**config.mk**
```make
export PLATFORM = sky130hd
export DESIGN_NAME = hop_div
export DESIGN_NICKNAME = d
export VERILOG_FILES = /design/src/hop_pkg.sv /design/src/hop_div.sv
export SDC_FILE = /design/constraint.sdc
export NUM_CORES = 1
export LEC_CHECK = 0
export BUFFER_PORTS_ARGS = -buffer_cell sky130_fd_sc_hd__buf_4
export CAP_MARGIN = 0
export CORE_UTILIZATION = 60
export CTS_BUF_LIST = sky130_fd_sc_hd__clkbuf_4
export CTS_CLUSTER_DIAMETER = 120
export DETAILED_ROUTE_END_ITERATION = 8
export PLACE_DENSITY = 0.87
export SETUP_SLACK_MARGIN = 0.1
export SYNTH_ARGS = -nofsm -noshare
export SYNTH_HDL_FRONTEND = slang
export SYNTH_SLANG_ARGS = --single-unit
```
**constraint.sdc**
```tcl
create_clock -name clk -period 4.5 [get_ports clk]
set_input_delay 0.9 -clock clk [delete_from_list [all_inputs] [get_ports clk]]
set_output_delay 0.9 -clock clk [all_outputs]
set_load 0.03 [all_outputs]
```
**src/hop_pkg.sv**
```systemverilog
// Package for the hexatic order parameter block.
// Holds the sequencer state type, datapath widths and the divider request struct.
// No dependencies.
package hop_pkg;

    localparam int REM_W = 35;   // divider partial remainder
    localparam int NUM_W = 38;   // divider numerator shifted in, MSB first
    localparam int QUO_W = 39;   // divider quotient
    localparam int DIV_W = 34;   // divisor
    localparam int MA_W  = 31;   // multiplier operand a
    localparam int MB_W  = 34;   // multiplier operand b
    localparam int PR_W  = MA_W + MB_W;

    localparam logic [5:0] FRAC_STEPS = 6'd31;
    localparam logic [5:0] MEAN_STEPS = 6'd39;

    localparam logic [1:0] STATUS_OK        = 2'd0;
    localparam logic [1:0] STATUS_COINCIDE  = 2'd1;
    localparam logic [1:0] STATUS_TOO_MANY  = 2'd2;

    localparam logic signed [37:0] Q_ONE     = 38'sd1073741824;
    localparam logic signed [37:0] INNER_LIM = 38'sd8589934592;

    localparam logic [2:0] ADDR_BOX_WIDTH  = 3'd0;
    localparam logic [2:0] ADDR_BOX_HEIGHT = 3'd4;

    typedef enum logic [15:0] {
        ST_IDLE  = 16'h0001,
        ST_DIFF  = 16'h0002,
        ST_FOLD  = 16'h0004,
        ST_NORM  = 16'h0008,
        ST_SQ    = 16'h0010,
        ST_DIVL  = 16'h0020,
        ST_DIVW  = 16'h0040,
        ST_MUL   = 16'h0080,
        ST_COMB  = 16'h0100,
        ST_CLAMP = 16'h0200,
        ST_IMUL  = 16'h0400,
        ST_ACC   = 16'h0800,
        ST_END   = 16'h1000,
        ST_MEANL = 16'h2000,
        ST_MEANW = 16'h4000,
        ST_OUT   = 16'h8000
    } state_t;

    typedef struct packed {
        logic              start;
        logic [REM_W-1:0]  init_rem;
        logic [NUM_W-1:0]  numer;
        logic [DIV_W-1:0]  divisor;
        logic [5:0]        steps;
    } div_req_t;

    function automatic logic signed [37:0] clamp38(input logic signed [37:0] v,
                                                   input logic signed [37:0] lim);
        logic signed [37:0] r;
        r = v;
        if (v > lim)
            r = lim;
        else if (v < -lim)
            r = -lim;
        return r;
    endfunction

endpackage

```
**src/hop_div.sv**
```systemverilog
// Shared restoring divider, one quotient bit per cycle.
// Compare-then-shift step; numerator bits enter LSB side of the remainder.
// Depends on hop_pkg.
module hop_div
    import hop_pkg::*;
(
    input  logic             clk,
    input  logic             rst_n,
    input  div_req_t         req,
    output logic             done,
    output logic [QUO_W-1:0] quo
);

    logic [REM_W-1:0] rem_reg;
    logic [NUM_W-1:0] num_reg;
    logic [QUO_W-1:0] quo_reg;
    logic [DIV_W-1:0] dvs_reg;
    logic [5:0]       cnt_reg;
    logic             busy_reg;
    logic             done_reg;

    logic             ge;
    logic [REM_W-1:0] rem_sub;

    assign ge      = rem_reg >= REM_W'(dvs_reg);
    assign rem_sub = ge ? rem_reg - REM_W'(dvs_reg) : rem_reg;

    always_ff @(posedge clk or negedge rst_n)
    begin
        if (!rst_n)
        begin
            busy_reg <= 1'b0;
            done_reg <= 1'b0;
            cnt_reg  <= 6'd0;
        end
        else
        begin
            done_reg <= 1'b0;
            if (req.start)
            begin
                busy_reg <= 1'b1;
                cnt_reg  <= req.steps;
            end
            else if (busy_reg)
            begin
                cnt_reg <= cnt_reg - 6'd1;
                if (cnt_reg == 6'd1)
                begin
                    busy_reg <= 1'b0;
                    done_reg <= 1'b1;
                end
            end
        end
    end

    always_ff @(posedge clk)
    begin
        if (req.start)
        begin
            rem_reg <= req.init_rem;
            num_reg <= req.numer;
            dvs_reg <= req.divisor;
            quo_reg <= '0;
        end
        else if (busy_reg)
        begin
            rem_reg <= {rem_sub[REM_W-2:0], num_reg[NUM_W-1]};
            num_reg <= {num_reg[NUM_W-2:0], 1'b0};
            quo_reg <= {quo_reg[QUO_W-2:0], ge};
        end
    end

    assign done = done_reg;
    assign quo  = quo_reg;

endmodule

```
==> key figures <==
Routing
  • DR vias: 6500
  • Remaining antenna violation count after routing: 0
  • 1st-iter DRT viols: 444
  • Routed vias/inst: 5.86
  • DRT Wirelength: 19600 microns
  • WL per Instance: 17.7 microns
  • Number of remaining DRC errors: 0
  • DR pass1 iterations: 5

Synthesis
  • EDFF count, synth: 107
  • Count leader, synth: edfxtp_1
  • Syn nets: 939
  • Number of synthesis warnings: 0
  • Cells after Synth: 786
  • Yosys top cell by area: edfxtp_1
  • Synth area leaders: edfxtp_1 (38%), dfxtp_1 (9.3%), ha_1 (5.3%)
  • Mapped cell area: 8430 sq um
  • Distinct cells, synth: 65
  • Prevailing post-synth register cell: edfxtp_1
  • Commonest cells post-synth: edfxtp_1 (107), nor2_1 (78), inv_1 (45)
  • Syn Area/Cell: 10.7 sq um
  • Synthesized flop and latch total: 154
  • Sequential area share after synthesis: 49.8%
  • Post-synth top area share: 38.1%
  • Post-synth ARST share: 5.19%

Timing
  • Final Slew Violations: 0
  • Total negative slack: 0 ns
  • Final Hold Fails: 0
  • Worst Skew: 0.0224 ns
  • Worst Max-Slew Pin Slew: 1.27 ns
  • Final hold slack: 0.0936 ns
  • Setup Viol. Count Final: 0
  • Fmax: 289 MHz
  • Max_slew headroom: 15.1%
  • Final Critical Period: 3.46 ns
  • Final Cycle Share: 76.9%
  • RSZ-0062 raised after global routing: false

Clocking
  • CTS tree: built
  • Postcts setup bufs: 0
  • Clock sinks: 154
  • Clock slew at reported path FFs: 0.14 ns
  • Clock Latency Late Sink: 0.60 ns
  • H-tree Lvls: 4
  • Clock root buffer: clkbuf_4
  • Hold buffers post-CTS: 0
  • Clk buf depth: 2
  • Post-CTS Resized: 0
  • CTS buffer count: 17

Power and ir drop
  • Pwr Density: 552 nW/um^2
  • Leakage: 0.00452 uW
  • Worst IR Drop VDD: 328 uV

Run status
  • Status: complete, no violations

Place
  • GPL Wtd Cong: 0.910
  • # port buffers: 155
  • DP HPWL: 13800 microns

Critical path
  • Worst setup SP type: register
  • Crit path kind: reg -> reg
  • Slowest-stage cell, CP: o21ai_2
  • Reg2Reg Launch Point: rem_reg[4]$_DFFE_PP_
  • Worst Setup End Kind: register
  • Critical path fanouts, max: 22
  • Critical path buffer and inverter count: 0
  • CP Cell Sequence: ha_1 > a21o_1 > or3_1 > o22a_1 > a31oi_4 > o211ai_4 > o21a_1 > o21ai_2 > o21ai_0
  • Worst path arrival time: 3.80 ns
  • RR Endpoint: rem_reg[28]$_DFFE_PP_
  • Max incr delay on CP: 0.52 ns
  • Internal reg-to-reg setup slack: 1.04 ns
  • Worst path required time: 4.83 ns
  • Cells on worst reg2reg path: 9
  • Top delay family on crit path: compound AO/OA/AOI/OAI gates

GRT
  • Vias in the first global route: 6582
  • First-pass GRT wire length: 31900 microns
  • Grt total ovfl: 0
  • GRT Util Overall: 28.5%
  • Largest net degree at the start of global routing: 153
  • Antenna violations before repair: 1

Finish
  • Layout cells sized above 1: 26.6%
  • Area grow syn2layout: 19.3%
  • Final Net Count: 1072
  • Max reg flops: 39

Floorplan
  • Die H: 121 microns
  • Die width: 121 microns
  • DIE AREA: 14500 sq um
  • Initial Util: 62.7%
  • # IOs: 156
  • Row count: 42
  • Core area: 13500 sq um

Min path
  • Hold/Removal Path Class: in -> async

Flow run
  • Maxcap violations: 0
through the flow:
| step | cells | total power, uW | setup slack (ns) | util [%] | instance area, sq um |
|---|---|---|---|---|---|
| 3_5_place_dp | 1076 | 4460 | 1.10 | 72.0 | 9690 |
| 5_1_grt | 1109 | 5900 | 0.804 | 74.8 | 10100 |
| 2_1_floorplan | 786 | 3880 | 1.17 | - | 8430 |
| 6_report | 1109 | 5550 | 1.04 | 74.8 | 10100 |
| 4_1_cts | 1108 | 5520 | 1.04 | 74.7 | 10100 |
| 3_3_place_gp | 1076 | 4420 | 1.19 | 72.0 | 9690 |
report_power, final:
group | switching [uW] | internal, uW
clock network | 546 | 519
logic | 1450 | 1070
registers | 141 | 1830
layer usage:
layer,global-route usage (%),share of wire [%],vias up
li1,-,-,3159
met1,34.2,42,3065
met2,47.1,48,242
met3,9.91,8.5,34
met4,10.7,2.3,0
met5,0,0,-
layout make-up:
| type | instances | area (sq um) |
|---|---|---|
| Clock buffer | 18 | 135 |
| Multi-Input combinational cell | 538 | 3850 |
| Inverter | 45 | 169 |
| Tap cell | 176 | 220 |
| Fill cell | 937 | 3400 |
| Timing Repair Buffer | 163 | 1250 |
| Clock inverter | 14 | 234 |
| Sequential cell | 154 | 4200 |
| Antenna cell | 1 | 2.50 |
cell usage in the layout, fill, tap and decap left out, drive strengths merged, types with 6 or more instances in the layout:
| cell | instances |
|---|---|
| o21ai | 41 |
| nand4 | 15 |
| dfrtp | 8 |
| nor2 | 79 |
| and2 | 8 |
| ha | 36 |
| xnor2 | 25 |
| nor3 | 15 |
| nand2 | 35 |
| o31ai | 6 |
| o21a | 6 |
| o211ai | 9 |
| a31oi | 22 |
| xor2 | 10 |
| and3 | 6 |
| a21o | 23 |
| edfxtp | 107 |
| nand2b | 11 |
| a21oi | 34 |
| clkbuf | 18 |
| mux2 | 39 |
| dfxtp | 39 |
| inv | 50 |
| mux2i | 39 |
| nand3 | 23 |
| buf | 163 |
how the worst max path moves through the flow:
stage,startpoint,endpoint,slack [ns],cells past startpoint
2_1_floorplan,req[113],num_reg[0]$_SDFFCE_PN0P_,1.17,4
3_3_place_gp,rem_reg[4]$_DFFE_PP_,rem_reg[7]$_DFFE_PP_,1.19,9
3_5_place_dp,rem_reg[4]$_DFFE_PP_,rem_reg[28]$_DFFE_PP_,1.10,9
4_1_cts,rem_reg[4]$_DFFE_PP_,rem_reg[31]$_DFFE_PP_,1.04,9
5_1_grt,rem_reg[3]$_DFFE_PP_,rem_reg[10]$_DFFE_PP_,0.80,9
6_report,rem_reg[4]$_DFFE_PP_,rem_reg[28]$_DFFE_PP_,1.04,9
logic make-up (layout without fill, tap and decap cells):
group,after synthesis,after routing,share of synthesized area (%)
and+or+nand+nor,206,206,11.7
buffers and inverters,94,240,4.54
xor gates and xnor gates,35,35,3.64
muxes,78,78,9.84
adders and majority gates,37,37,5.58
DFF,154,154,49.8
AOI/OAI and AO/OA,182,182,14.9
other,0,1,0
(Power assumes the default switching activity.)
